===== config.mk =====
export PLATFORM = sky130hd
export DESIGN_NAME = load_cell_tilt_controller_core
export DESIGN_NICKNAME = d
export VERILOG_FILES = /design/src/design/lctc_pkg.sv /design/src/design/lctc_front.sv /design/src/design/lctc_cmd_queue.sv /design/src/design/lctc_back.sv /design/src/design/load_cell_tilt_controller_core.sv
export SDC_FILE = /design/constraint.sdc
export NUM_CORES = 2
export LEC_CHECK = 0
export BUFFER_PORTS_ARGS = -buffer_cell sky130_fd_sc_hd__buf_2
export CORE_ASPECT_RATIO = 0.7
export CORE_MARGIN = 2
export CORE_UTILIZATION = 40
export CTS_BUF_LIST = sky130_fd_sc_hd__clkbuf_16
export DETAILED_ROUTE_END_ITERATION = 6
export PLACE_DENSITY = 0.52
export SETUP_SLACK_MARGIN = 0.1
export SYNTH_ARGS = -nofsm -noshare
export SYNTH_HDL_FRONTEND = slang
export SYNTH_HIERARCHICAL = 1
export SYNTH_SLANG_ARGS = --single-unit

===== constraint.sdc =====
create_clock -name aclk -period 9.25 [get_ports aclk]
set_input_delay 0.4625 -clock aclk [delete_from_list [all_inputs] [get_ports aclk]]
set_output_delay 0.4625 -clock aclk [all_outputs]
set_load 0.01 [all_outputs]

===== src/design/lctc_pkg.sv =====
package lctc_pkg;

    localparam int WeightW = 16;
    localparam int CellW   = 15;
    localparam int TickW   = 32;
    localparam int SumW    = 17;
    localparam int DiffW   = 18;
    localparam int MagW    = 16;
    localparam int StepW   = 11;
    localparam int ProdW   = StepW + MagW;
    localparam int DivW    = 21;
    localparam int QuotW   = 8;
    localparam int CntW    = 3;
    localparam int DelayW  = 16;
    localparam int ThrW    = 17;
    localparam int CfgW    = 17;
    localparam int CfgIdxW = 3;
    localparam int InDataW = 96;
    localparam int OutDataW = 24;
    localparam int QDepth  = 4;
    localparam int QPtrW   = 2;
    localparam int QCntW   = 3;

    localparam logic [7:0] FRAME_TARE  = 8'd87;
    localparam logic [7:0] FRAME_READY = 8'd89;
    localparam logic [7:0] TILT_LIMIT  = 8'd127;
    localparam logic [2:0] LAST_CELL   = 3'd4;

    localparam logic [CfgIdxW-1:0] REG_LOWER_DEAD_ZONE  = 3'd0;
    localparam logic [CfgIdxW-1:0] REG_UPPER_DEAD_ZONE  = 3'd1;
    localparam logic [CfgIdxW-1:0] REG_PLAY_THRESHOLD   = 3'd2;
    localparam logic [CfgIdxW-1:0] REG_MOVE_THRESHOLD   = 3'd3;
    localparam logic [CfgIdxW-1:0] REG_TARE_THRESHOLD   = 3'd4;
    localparam logic [CfgIdxW-1:0] REG_PLAY_DELAY_MS    = 3'd5;
    localparam logic [CfgIdxW-1:0] REG_TARE_DELAY_MS    = 3'd6;
    localparam logic [CfgIdxW-1:0] REG_STEP_NORM_TENTHS = 3'd7;

    typedef enum logic [1:0] {
        MODE_TARE  = 2'd0,
        MODE_READY = 2'd1,
        MODE_PLAY  = 2'd2
    } mode_t;

    typedef enum logic [1:0] {
        CMD_READY = 2'd0,
        CMD_ZERO  = 2'd1,
        CMD_TILT  = 2'd2,
        CMD_CALIB = 2'd3
    } cmd_kind_t;

    typedef enum logic [1:0] {
        BK_IDLE = 2'd0,
        BK_MUL  = 2'd1,
        BK_DIV  = 2'd2,
        BK_SEND = 2'd3
    } back_state_t;

    typedef struct packed {
        cmd_kind_t                kind;
        logic [SumW-1:0]          sum;
        logic signed [DiffW-1:0]  pitch_diff;
        logic signed [DiffW-1:0]  roll_diff;
    } cmd_t;

    typedef struct packed {
        logic [CellW-1:0]  lower_dead_zone;
        logic [CellW-1:0]  upper_dead_zone;
        logic [ThrW-1:0]   play_threshold;
        logic [ThrW-1:0]   move_threshold;
        logic [ThrW-1:0]   tare_threshold;
        logic [DelayW-1:0] play_delay_ms;
        logic [DelayW-1:0] tare_delay_ms;
        logic [StepW-1:0]  step_norm_tenths;
    } cfg_t;

endpackage


===== src/design/lctc_front.sv =====
module lctc_front (
    input  logic                         aclk,
    input  logic                         aresetn,
    input  logic                         s_tvalid,
    output logic                         s_tready,
    input  logic [lctc_pkg::InDataW-1:0] s_tdata,
    input  lctc_pkg::cfg_t               cfg,
    input  logic                         q_full,
    output logic                         push,
    output lctc_pkg::cmd_t               push_cmd
);
    import lctc_pkg::*;

    mode_t              mode_reg, mode_next;
    logic [TickW-1:0]   play_start_reg, play_start_next;
    logic               play_run_reg, play_run_next;
    logic [TickW-1:0]   tare_start_reg, tare_start_next;
    logic               tare_run_reg, tare_run_next;

    logic signed [WeightW-1:0] w_raw [4];
    logic [CellW-1:0]          w_ok [4];
    logic [SumW-1:0]           sum;
    logic [DiffW-1:0]          pitch_diff;
    logic [DiffW-1:0]          roll_diff;
    logic [TickW-1:0]          tick;
    logic [TickW-1:0]          play_elapsed;
    logic [TickW-1:0]          tare_elapsed;
    logic                      accept;
    cmd_kind_t                 kind;

    assign s_tready = !q_full;
    assign accept   = s_tvalid && s_tready;
    assign tick     = s_tdata[InDataW-1 -: TickW];

    always_comb begin
        for (int i = 0; i < 4; i++) begin
            w_raw[i] = s_tdata[WeightW*i +: WeightW];
            if (w_raw[i] < $signed({1'b0, cfg.lower_dead_zone}) ||
                w_raw[i] > $signed({1'b0, cfg.upper_dead_zone})) begin
                w_ok[i] = '0;
            end else begin
                w_ok[i] = w_raw[i][CellW-1:0];
            end
        end
    end

    assign sum = {2'b00, w_ok[0]} + {2'b00, w_ok[1]} + {2'b00, w_ok[2]} + {2'b00, w_ok[3]};
    assign pitch_diff = {3'b000, w_ok[0]} + {3'b000, w_ok[3]}
                      - {3'b000, w_ok[1]} - {3'b000, w_ok[2]};
    assign roll_diff  = {3'b000, w_ok[0]} + {3'b000, w_ok[1]}
                      - {3'b000, w_ok[2]} - {3'b000, w_ok[3]};
    assign play_elapsed = tick - play_start_reg;
    assign tare_elapsed = tick - tare_start_reg;

    always_comb begin
        mode_next       = mode_reg;
        play_start_next = play_start_reg;
        play_run_next   = play_run_reg;
        tare_start_next = tare_start_reg;
        tare_run_next   = tare_run_reg;
        kind            = CMD_READY;
        case (mode_reg)
            MODE_TARE: begin
                kind      = CMD_CALIB;
                mode_next = MODE_READY;
            end
            MODE_PLAY: begin
                if (sum > cfg.move_threshold && sum != '0) begin
                    kind          = CMD_TILT;
                    tare_run_next = 1'b0;
                end else begin
                    kind = CMD_ZERO;
                end
                if (sum <= cfg.tare_threshold) begin
                    if (!tare_run_next) begin
                        tare_start_next = tick;
                        tare_run_next   = 1'b1;
                    end else if (tare_elapsed >= {16'b0, cfg.tare_delay_ms}) begin
                        mode_next     = MODE_TARE;
                        tare_run_next = 1'b0;
                    end
                end else begin
                    tare_run_next = 1'b0;
                end
            end
            default: begin
                kind = CMD_READY;
                if (sum > cfg.play_threshold) begin
                    if (!play_run_reg) begin
                        play_start_next = tick;
                        play_run_next   = 1'b1;
                    end else if (play_elapsed >= {16'b0, cfg.play_delay_ms}) begin
                        mode_next     = MODE_PLAY;
                        play_run_next = 1'b0;
                    end
                end else begin
                    play_run_next = 1'b0;
                end
            end
        endcase
    end

    always_ff @(posedge aclk) begin
        if (!aresetn) begin
            mode_reg       <= MODE_READY;
            play_start_reg <= '0;
            play_run_reg   <= 1'b0;
            tare_start_reg <= '0;
            tare_run_reg   <= 1'b0;
        end else if (accept) begin
            mode_reg       <= mode_next;
            play_start_reg <= play_start_next;
            play_run_reg   <= play_run_next;
            tare_start_reg <= tare_start_next;
            tare_run_reg   <= tare_run_next;
        end
    end

    assign push                = accept;
    assign push_cmd.kind       = kind;
    assign push_cmd.sum        = sum;
    assign push_cmd.pitch_diff = pitch_diff;
    assign push_cmd.roll_diff  = roll_diff;

`ifndef SYNTHESIS
    a_tare_returns_ready: assert property (@(posedge aclk) disable iff (!aresetn)
        (accept && mode_reg == MODE_TARE) |=> (mode_reg == MODE_READY))
        else $error("tare sample did not return the mode to ready");
`endif

endmodule


===== src/design/lctc_cmd_queue.sv =====
module lctc_cmd_queue (
    input  logic           aclk,
    input  logic           aresetn,
    input  logic           push,
    input  lctc_pkg::cmd_t push_cmd,
    output logic           full,
    input  logic           pop,
    output lctc_pkg::cmd_t pop_cmd,
    output logic           empty
);
    import lctc_pkg::*;

    cmd_t              entry_reg [QDepth];
    logic [QPtrW-1:0]  wr_ptr_reg, wr_ptr_next;
    logic [QPtrW-1:0]  rd_ptr_reg, rd_ptr_next;
    logic [QCntW-1:0]  count_reg, count_next;

    assign full    = (count_reg == QCntW'(QDepth));
    assign empty   = (count_reg == '0);
    assign pop_cmd = entry_reg[rd_ptr_reg];

    always_comb begin
        wr_ptr_next = push ? wr_ptr_reg + 1'b1 : wr_ptr_reg;
        rd_ptr_next = pop ? rd_ptr_reg + 1'b1 : rd_ptr_reg;
        count_next  = count_reg + QCntW'(push) - QCntW'(pop);
    end

    always_ff @(posedge aclk) begin
        if (!aresetn) begin
            wr_ptr_reg <= '0;
            rd_ptr_reg <= '0;
            count_reg  <= '0;
        end else begin
            wr_ptr_reg <= wr_ptr_next;
            rd_ptr_reg <= rd_ptr_next;
            count_reg  <= count_next;
        end
    end

    always_ff @(posedge aclk) begin
        if (push) begin
            entry_reg[wr_ptr_reg] <= push_cmd;
        end
    end

`ifndef SYNTHESIS
    a_no_push_when_full: assert property (@(posedge aclk) disable iff (!aresetn)
        push |-> !full)
        else $error("command pushed into a full queue");
`endif

endmodule


===== src/design/lctc_back.sv =====
module lctc_back (
    input  logic                          aclk,
    input  logic                          aresetn,
    input  logic                          empty,
    output logic                          pop,
    input  lctc_pkg::cmd_t                pop_cmd,
    input  logic [lctc_pkg::StepW-1:0]    tilt_scale,
    output logic                          m_tvalid,
    input  logic                          m_tready,
    output logic [lctc_pkg::OutDataW-1:0] m_tdata,
    output logic                          m_tlast
);
    import lctc_pkg::*;

    back_state_t              state_reg, state_next;
    cmd_kind_t                kind_reg, kind_next;
    logic [DivW-1:0]          divisor_reg, divisor_next;
    logic signed [DiffW-1:0]  pdiff_reg, pdiff_next;
    logic signed [DiffW-1:0]  rdiff_reg, rdiff_next;
    logic                     sel_reg, sel_next;
    logic                     neg_reg, neg_next;
    logic [ProdW-1:0]         rem_reg, rem_next;
    logic [CntW-1:0]          cnt_reg, cnt_next;
    logic [QuotW-1:0]         q_reg, q_next;
    logic [7:0]               pitch_reg, pitch_next;
    logic [7:0]               roll_reg, roll_next;
    logic [2:0]               cell_reg, cell_next;

    logic signed [DiffW-1:0]  diff;
    logic [DiffW-1:0]         mag;
    logic [ProdW:0]           trial;
    logic                     ge;
    logic [QuotW-1:0]         q_sat;
    logic [7:0]               q_signed;
    logic [7:0]               first_byte;
    logic [7:0]               second_byte;
    logic [2:0]               tare_cell;

    always_comb begin
        state_next   = state_reg;
        kind_next    = kind_reg;
        divisor_next = divisor_reg;
        pdiff_next   = pdiff_reg;
        rdiff_next   = rdiff_reg;
        sel_next     = sel_reg;
        neg_next     = neg_reg;
        rem_next     = rem_reg;
        cnt_next     = cnt_reg;
        q_next       = q_reg;
        pitch_next   = pitch_reg;
        roll_next    = roll_reg;
        cell_next    = cell_reg;
        diff         = sel_reg ? rdiff_reg : pdiff_reg;
        mag          = diff[DiffW-1] ? DiffW'(-diff) : DiffW'(diff);
        trial        = {7'b0, divisor_reg} << cnt_reg;
        ge           = {1'b0, rem_reg} >= trial;
        q_sat        = '0;
        q_signed     = '0;
        case (state_reg)
            BK_IDLE: begin
                if (!empty) begin
                    kind_next    = pop_cmd.kind;
                    divisor_next = ({4'b0, pop_cmd.sum} << 3) + ({4'b0, pop_cmd.sum} << 1);
                    pdiff_next   = pop_cmd.pitch_diff;
                    rdiff_next   = pop_cmd.roll_diff;
                    sel_next     = 1'b0;
                    cell_next    = 3'd1;
                    state_next   = (pop_cmd.kind == CMD_TILT) ? BK_MUL : BK_SEND;
                end
            end
            BK_MUL: begin
                neg_next   = diff[DiffW-1];
                rem_next   = ProdW'(tilt_scale) * ProdW'(mag[MagW-1:0]);
                q_next     = '0;
                cnt_next   = CntW'(QuotW - 1);
                state_next = BK_DIV;
            end
            BK_DIV: begin
                if (ge) begin
                    rem_next = rem_reg - trial[ProdW-1:0];
                end
                q_next = {q_reg[QuotW-2:0], ge};
                if (cnt_reg == '0) begin
                    q_sat    = (q_next > TILT_LIMIT) ? TILT_LIMIT : q_next;
                    q_signed = neg_reg ? 8'(-q_sat) : q_sat;
                    if (!sel_reg) begin
                        pitch_next = q_signed;
                        sel_next   = 1'b1;
                        state_next = BK_MUL;
                    end else begin
                        roll_next  = q_signed;
                        state_next = BK_SEND;
                    end
                end else begin
                    cnt_next = cnt_reg - 1'b1;
                end
            end
            BK_SEND: begin
                if (m_tready) begin
                    if (kind_reg == CMD_CALIB && cell_reg != LAST_CELL) begin
                        cell_next = cell_reg + 1'b1;
                    end else begin
                        state_next = BK_IDLE;
                    end
                end
            end
            default: begin
                state_next = BK_IDLE;
            end
        endcase
    end

    always_comb begin
        pop         = (state_reg == BK_IDLE) && !empty;
        m_tvalid    = (state_reg == BK_SEND);
        first_byte  = FRAME_READY;
        second_byte = FRAME_READY;
        tare_cell   = '0;
        m_tlast     = 1'b1;
        case (kind_reg)
            CMD_READY: begin
                first_byte  = FRAME_READY;
                second_byte = FRAME_READY;
            end
            CMD_ZERO: begin
                first_byte  = '0;
                second_byte = '0;
            end
            CMD_TILT: begin
                first_byte  = pitch_reg;
                second_byte = roll_reg;
            end
            CMD_CALIB: begin
                first_byte  = FRAME_TARE;
                second_byte = FRAME_TARE;
                tare_cell   = cell_reg;
                m_tlast     = (cell_reg == LAST_CELL);
            end
            default: begin
                first_byte  = FRAME_READY;
                second_byte = FRAME_READY;
            end
        endcase
        m_tdata = {5'b0, tare_cell, second_byte, first_byte};
    end

    always_ff @(posedge aclk) begin
        if (!aresetn) begin
            state_reg <= BK_IDLE;
        end else begin
            state_reg <= state_next;
        end
    end

    always_ff @(posedge aclk) begin
        kind_reg    <= kind_next;
        divisor_reg <= divisor_next;
        pdiff_reg   <= pdiff_next;
        rdiff_reg   <= rdiff_next;
        sel_reg     <= sel_next;
        neg_reg     <= neg_next;
        rem_reg     <= rem_next;
        cnt_reg     <= cnt_next;
        q_reg       <= q_next;
        pitch_reg   <= pitch_next;
        roll_reg    <= roll_next;
        cell_reg    <= cell_next;
    end

`ifndef SYNTHESIS
    a_single_frame_is_last: assert property (@(posedge aclk) disable iff (!aresetn)
        (state_reg == BK_SEND && kind_reg != CMD_CALIB) |-> m_tlast)
        else $error("single-frame command sent without last");
    a_div_runs_out: assert property (@(posedge aclk) disable iff (!aresetn)
        (state_reg == BK_DIV && cnt_reg != '0) |=> (state_reg == BK_DIV))
        else $error("division left before all quotient bits");
    a_pop_starts_work: assert property (@(posedge aclk) disable iff (!aresetn)
        pop |=> (state_reg != BK_IDLE))
        else $error("popped command was not taken up");
`endif

endmodule


===== src/design/load_cell_tilt_controller_core.sv =====
// Load-cell tilt controller. Each input beat on the s_ channel is one sample of four
// signed cell weights and a millisecond tick. Each sample causes one result frame, or
// four frames when the block is in tare mode; the final frame of a sample has m_tlast set.
// Frames carry pitch and roll, 0,0, 89,89 for ready, or 87,87 with a cell number to tare.
// Registers are written through the cfg_ channel, which is always ready; write them only
// while the block is idle.
// The front end classifies a sample and runs the mode machine in the cycle it is accepted,
// then places a command in a four-entry queue. s_tready drops only when that queue is full.
// The back end computes pitch and roll with one multiplier and an eight-step restoring
// divider, each axis passing through the multiply and divide states, pitch before roll;
// it pops no new command until the current one has been sent.
// Ready and zero frames skip the multiplier and divider; tare frames go out one per beat.
// A stalled receiver holds the current frame; the front keeps accepting until the queue fills.
// Reset (aresetn low, synchronous) restores all registers to their defaults, enters ready
// mode, stops both timers and empties the queue. There is no clearing pass.
module load_cell_tilt_controller_core (
    input  logic                          aclk,
    input  logic                          aresetn,
    input  logic                          s_tvalid,
    output logic                          s_tready,
    // weight_one, weight_two, weight_three, weight_four, tick_ms
    input  logic [lctc_pkg::InDataW-1:0]  s_tdata,
    output logic                          m_tvalid,
    input  logic                          m_tready,
    // first_byte, second_byte, tare_cell, zero fill
    output logic [lctc_pkg::OutDataW-1:0] m_tdata,
    output logic                          m_tlast,
    input  logic                          cfg_valid,
    output logic                          cfg_ready,
    input  logic [lctc_pkg::CfgIdxW-1:0]  cfg_index,
    input  logic [lctc_pkg::CfgW-1:0]     cfg_data
);
    import lctc_pkg::*;

    cfg_t  cfg_reg;
    logic  q_full;
    logic  q_empty;
    logic  push;
    logic  pop;
    cmd_t  push_cmd;
    cmd_t  pop_cmd;

    assign cfg_ready = 1'b1;

    always_ff @(posedge aclk) begin
        if (!aresetn) begin
            cfg_reg.lower_dead_zone  <= 15'd8;
            cfg_reg.upper_dead_zone  <= 15'd8000;
            cfg_reg.play_threshold   <= 17'd160;
            cfg_reg.move_threshold   <= 17'd80;
            cfg_reg.tare_threshold   <= 17'd8;
            cfg_reg.play_delay_ms    <= 16'd1000;
            cfg_reg.tare_delay_ms    <= 16'd2000;
            cfg_reg.step_norm_tenths <= 11'd701;
        end else if (cfg_valid && cfg_ready) begin
            case (cfg_index)
                REG_LOWER_DEAD_ZONE:  cfg_reg.lower_dead_zone  <= cfg_data[CellW-1:0];
                REG_UPPER_DEAD_ZONE:  cfg_reg.upper_dead_zone  <= cfg_data[CellW-1:0];
                REG_PLAY_THRESHOLD:   cfg_reg.play_threshold   <= cfg_data[ThrW-1:0];
                REG_MOVE_THRESHOLD:   cfg_reg.move_threshold   <= cfg_data[ThrW-1:0];
                REG_TARE_THRESHOLD:   cfg_reg.tare_threshold   <= cfg_data[ThrW-1:0];
                REG_PLAY_DELAY_MS:    cfg_reg.play_delay_ms    <= cfg_data[DelayW-1:0];
                REG_TARE_DELAY_MS:    cfg_reg.tare_delay_ms    <= cfg_data[DelayW-1:0];
                REG_STEP_NORM_TENTHS: cfg_reg.step_norm_tenths <= cfg_data[StepW-1:0];
                default: begin
                end
            endcase
        end
    end

    lctc_front u_front (
        .aclk     (aclk),
        .aresetn  (aresetn),
        .s_tvalid (s_tvalid),
        .s_tready (s_tready),
        .s_tdata  (s_tdata),
        .cfg      (cfg_reg),
        .q_full   (q_full),
        .push     (push),
        .push_cmd (push_cmd)
    );

    lctc_cmd_queue u_queue (
        .aclk     (aclk),
        .aresetn  (aresetn),
        .push     (push),
        .push_cmd (push_cmd),
        .full     (q_full),
        .pop      (pop),
        .pop_cmd  (pop_cmd),
        .empty    (q_empty)
    );

    lctc_back u_back (
        .aclk       (aclk),
        .aresetn    (aresetn),
        .empty      (q_empty),
        .pop        (pop),
        .pop_cmd    (pop_cmd),
        .tilt_scale (cfg_reg.step_norm_tenths),
        .m_tvalid   (m_tvalid),
        .m_tready   (m_tready),
        .m_tdata    (m_tdata),
        .m_tlast    (m_tlast)
    );

endmodule


* Yosys cells after proc, flatten, opt, wreduce, memory -nomap -nowiden
Memories as Yosys holds them, arrays and structs flattened. A register that Yosys moved wholly into a read port is not among the register bits.
Index checks and enable logic that the tools add are counted.
** Storage, ports and cells
- Logic and storage cells :: 198
- Latch bits :: 0
- ROM bits :: 0
- Memory bits (writable) :: 220
- Memories :: 1
- Bits in registers :: 318
** Memory list
- u_queue.entry_reg :: words 4, width 55, rd ports 1, clocked after memory_dff 1, write ports 1, line lctc_cmd_queue.sv:13 : cmd_t entry_reg [QDepth];
** Cells by class
- Multiplexer cells :: 52
- Div/mod/pow operators :: 0
- Add/sub/neg operators :: 21
- Reduce and logical (&&, ||, !) cells :: 45
- Eq/ne operators :: 28
- Bitwise operators :: 5
- $lt $le $gt $ge :: 15
- $mul :: 1
- Shift operators :: 1
** Operators by type and width (count)
- subtractor 18 x 15 -> 18 bit :: 4
- greater-or-equal comparator 32 x 16 -> 1 bit :: 2
- greater-than comparator 16 bit :: 4
- less-than comparator 16 bit :: 4
- case mux 8 bit (4 select lines) :: 2
- subtractor 32 bit :: 2
- 2-to-1 mux 15 bit :: 4
- case mux 27 bit (2 select lines) :: 1
- adder 15 x 15 -> 16 bit :: 3
- adder 17 x 15 -> 17 bit :: 2
- greater-than comparator 17 bit :: 2
- 2-to-1 mux 2 bit :: 15
- greater-or-equal comparator 27 x 28 -> 1 bit :: 1
- << shifter 21 x 3 -> 28 bit :: 1
- multiplier 11 x 16 -> 27 bit :: 1
- 2-to-1 mux 27 bit :: 1
- subtractor 27 bit :: 1
- AND reduction 2 bit :: 13
- adder 20 x 18 -> 21 bit :: 1
- == test 3 bit, second input constant :: 6
- 2-to-1 mux 18 bit :: 1
- <= comparator 17 bit :: 1
- nonzero test 17 bit :: 1
- 2-to-1 mux 16 bit :: 1
- other kinds (35) :: 94

* Depth between registers and ports, before layout
- Depth after elaboration :: 13
- Mapped depth :: 38

* By module
The synthesis kept the hierarchy.
** By module, submodules not included
- lctc_front :: sequential area each 1361.3 sq um, cells each 2141, times used 1, area each 16747.3 sq um
- lctc_back :: sequential area each 3463.3 sq um, cells each 1403, times used 1, area each 13505.5 sq um
- lctc_cmd_queue :: sequential area each 6786.5 sq um, cells each 330, times used 1, area each 8448.1 sq um
- load_cell_tilt_controller_core :: sequential area each 2482.4 sq um, cells each 444, times used 1, area each 4668.2 sq um

* Worst setup path before layout
No wires, ideal clock.
- Kind :: in2reg
- Start point :: in s_tdata[17] (netlist name)
- End point :: reg u_front.play_start_reg[0]
- Library setup time :: 0.117 ns
- Stages on the path :: 35
- Slack :: 1.461 ns
- Arrival :: 7.673 ns
- Data required time :: 9.133 ns
- Path buffers :: 3
- Path through :: ha_1 > nor2b_1 > o21a_1 > o21a_1 > o21a_1 > o21a_1 > o21a_1 > o21a_1 > o21ai_0 > a21oi_1 > a2111oi_2 > clkbuf_1 > and3_1 > fa_1 > inv_1 > fa_1 > inv_1 > ha_1 > a211oi_1 > o21bai_1 > a211oi_2 > o211ai_1 > a311o_1 > and2_1 > ha_1 > a21o_1 > a21o_1 > a21oi_1 > nand2_1 > o21ai_0 > or3_1 > clkbuf_1 > buf_1 > mux2i_1 > nor2b_1
** RTL lines
- start: declaration :: line load_cell_tilt_controller_core.sv:22 : input logic [lctc_pkg::InDataW-1:0] s_tdata,
- end signal: assignment :: line lctc_front.sv:112 : play_start_reg <= play_start_next;
- end: declaration :: line lctc_front.sv:15 : logic [TickW-1:0] play_start_reg, play_start_next;

==> results.ini <==
[cells_and_area]
fin_cells = 5887
drive_above_1_share_pct = 9.334
fin_area_um2 = 47130
largest_register_ffs = 212
area_growth_pct = 9.584
fillers = 10289
nNetsFinal = 5183

[setup_path]
worstPathRequired_ps = 9800
cp_num_buf_inv = 6
ff2ff_path_depth = 37
arrival_ps = 9030
start_kind = flip-flop
cp.depth = 37
worst-setup-path-type = flip-flop to flip-flop
crit_path_max_fanout = 32
cp_top_family = compound AO/OA/AOI/OAI gates
slowest_delay_ps = 630
cp_common_cell = o21a_1
setup.worst_path.end_class = flip-flop
cp_slowest_cell = a2111oi_4

[drt]
route.detailed.drc = 0
num_vias = 31209
wl_um = 118100
antenna_left = 0
firstDrtPassIters = 6
first_iter_violations = 2167
post_drt_wl_per_cell_um = 20.06
vias_per_cell = 5.301

[cts]
numCtsBuffers = 57
cts_tree = built
clk_latency_ps = 660
cts_root_buf = clkbuf_16
cts_buffer_depth = 3
htreeDepth = 2
clkTransAtPathRegs_ps = 70
cts_hold_buf = 0
postCtsSetupRepairBufs = 0
clock_sinks = 529

[min_path]
holdPathStages = 3
hold_path.class = input pin to flip-flop

[yosys]
postSynthAreaPerCell_um2 = 10.01
synth_area_um2 = 43000
syn-instance-count = 4297
yosysWarnings = 6

[run]
drv_cap = 0

[placement]
port_buffers = 142
dpl_cell_area_um2 = 45240
dpl.hpwl_um = 92550
place.gp.congestion = 0.9110
dp_slack_ps = 526.3
dp_cells = 5779

[sta]
max_freq_mhz = 117.9
timing.final.crit_share_pct = 91.67
worstMarginPinSlew_ps = 1034
hold_violations = 0
rsz0062_at_grt = false
fin_crit_ps = 8479
finalMaxSlewViolations = 0
finClkSkew_ps = 42.11
finalSetupViolCount = 0
layout_setup_ws_ps = 770.9
maxSlewHeadroom_pct = 30.96
setup_tns_ps = 0

[outcome]
status = finished clean

[floorplanning]
die_h_um = 278.3
dieWidth_um = 395.9
io-pin-count = 149
die_area_um2 = 110200
num_rows = 100
core_um2 = 106500
start_util_pct = 40.39

[grt]
antenna_found_initial = 2
grt_max_degree = 74
grt_pass1_wl_um = 183400
grt_pass1_vias = 30501
grt_use_total_pct = 21.37
overflow = 0

layout by cell type (no fill, tap or decap), types with 11 or more instances in the layout:
cell	count
nand2b_1	38
o211ai_1	23
xnor2_1	114
edfxtp_1	326
nor4_1	12
a31oi_1	18
nor2b_1	170
a211o_1	12
nand4_1	48
clkbuf_16	59
nor3_1	62
a21o_1	107
mux4_2	57
inv_1	510
buf_4	54
o21ai_0	119
nor2_1	157
o21a_1	70
ha_1	461
fa_1	190
xor2_1	49
nand2_1	331
a211oi_1	44
and2_1	134
a21oi_1	212
or3_1	30
o31ai_1	11
and3_1	77
o21ai_1	14
o21bai_1	16
mux2i_1	236
buf_2	141
nand3_1	74
dfxtp_1	201
metal layers:
layer  up-vias  global-route usage (%)  part of all wire (%)
li1      15402                       -                     -
met4         0                   4.309                   1.9
met1     14957                   33.78                    53
met5         -                       0                     0
met3       117                   4.204                   6.2
met2       733                   29.68                    39
path summary, 6_finish.rpt:
path,start,endpoint,slack [ps]
setup / recovery,cfg_reg[95],u_front/tare_start_reg[30],770
hold / removal,s_tdata[64],u_front/play_start_reg[0],110
hold reg to reg,cfg_reg[63],cfg_reg[63],460
setup reg to reg,cfg_reg[95],u_front/tare_start_reg[30],770
worst min-delay path, cell delays in order:
cell     delay, ps
buf_2          100
mux2i_1         60
nor2b_1        100
area by class of cell:
class | count | area [µm²] | share of cell area, %
Clock buffer | 59 | 1476 | 3.133
Clock inverter | 47 | 397.9 | 0.8443
Sequential cell | 529 | 13860 | 29.41
Multi-Input combinational cell | 3117 | 26550 | 56.33
Timing Repair Buffer | 198 | 1154 | 2.448
Antenna cell | 2 | 5.005 | 0.01062
Inverter | 507 | 1903 | 4.038
Tap cell | 1428 | 1787 | 3.791
what timing repair did:
action	4_1_cts	5_1_grt
resized for setup	0	1
endpoints found under the setup margin	0	31
endpoints found under the hold margin	0	0
metrics by stage:
step | utilization [%] | hold slack, ps
finish | 44.26 | 110.3
global route | 44.26 | 85.97
CTS | 44.25 | 61.94
detailed placement | 42.49 | 447.2
global placement | 42.49 | 443.2
floorplan | - | 434.7
Power is left out: the tool's default activity adds up to more than one toggle a clock period on the data nets, which glitch-free logic cannot reach.
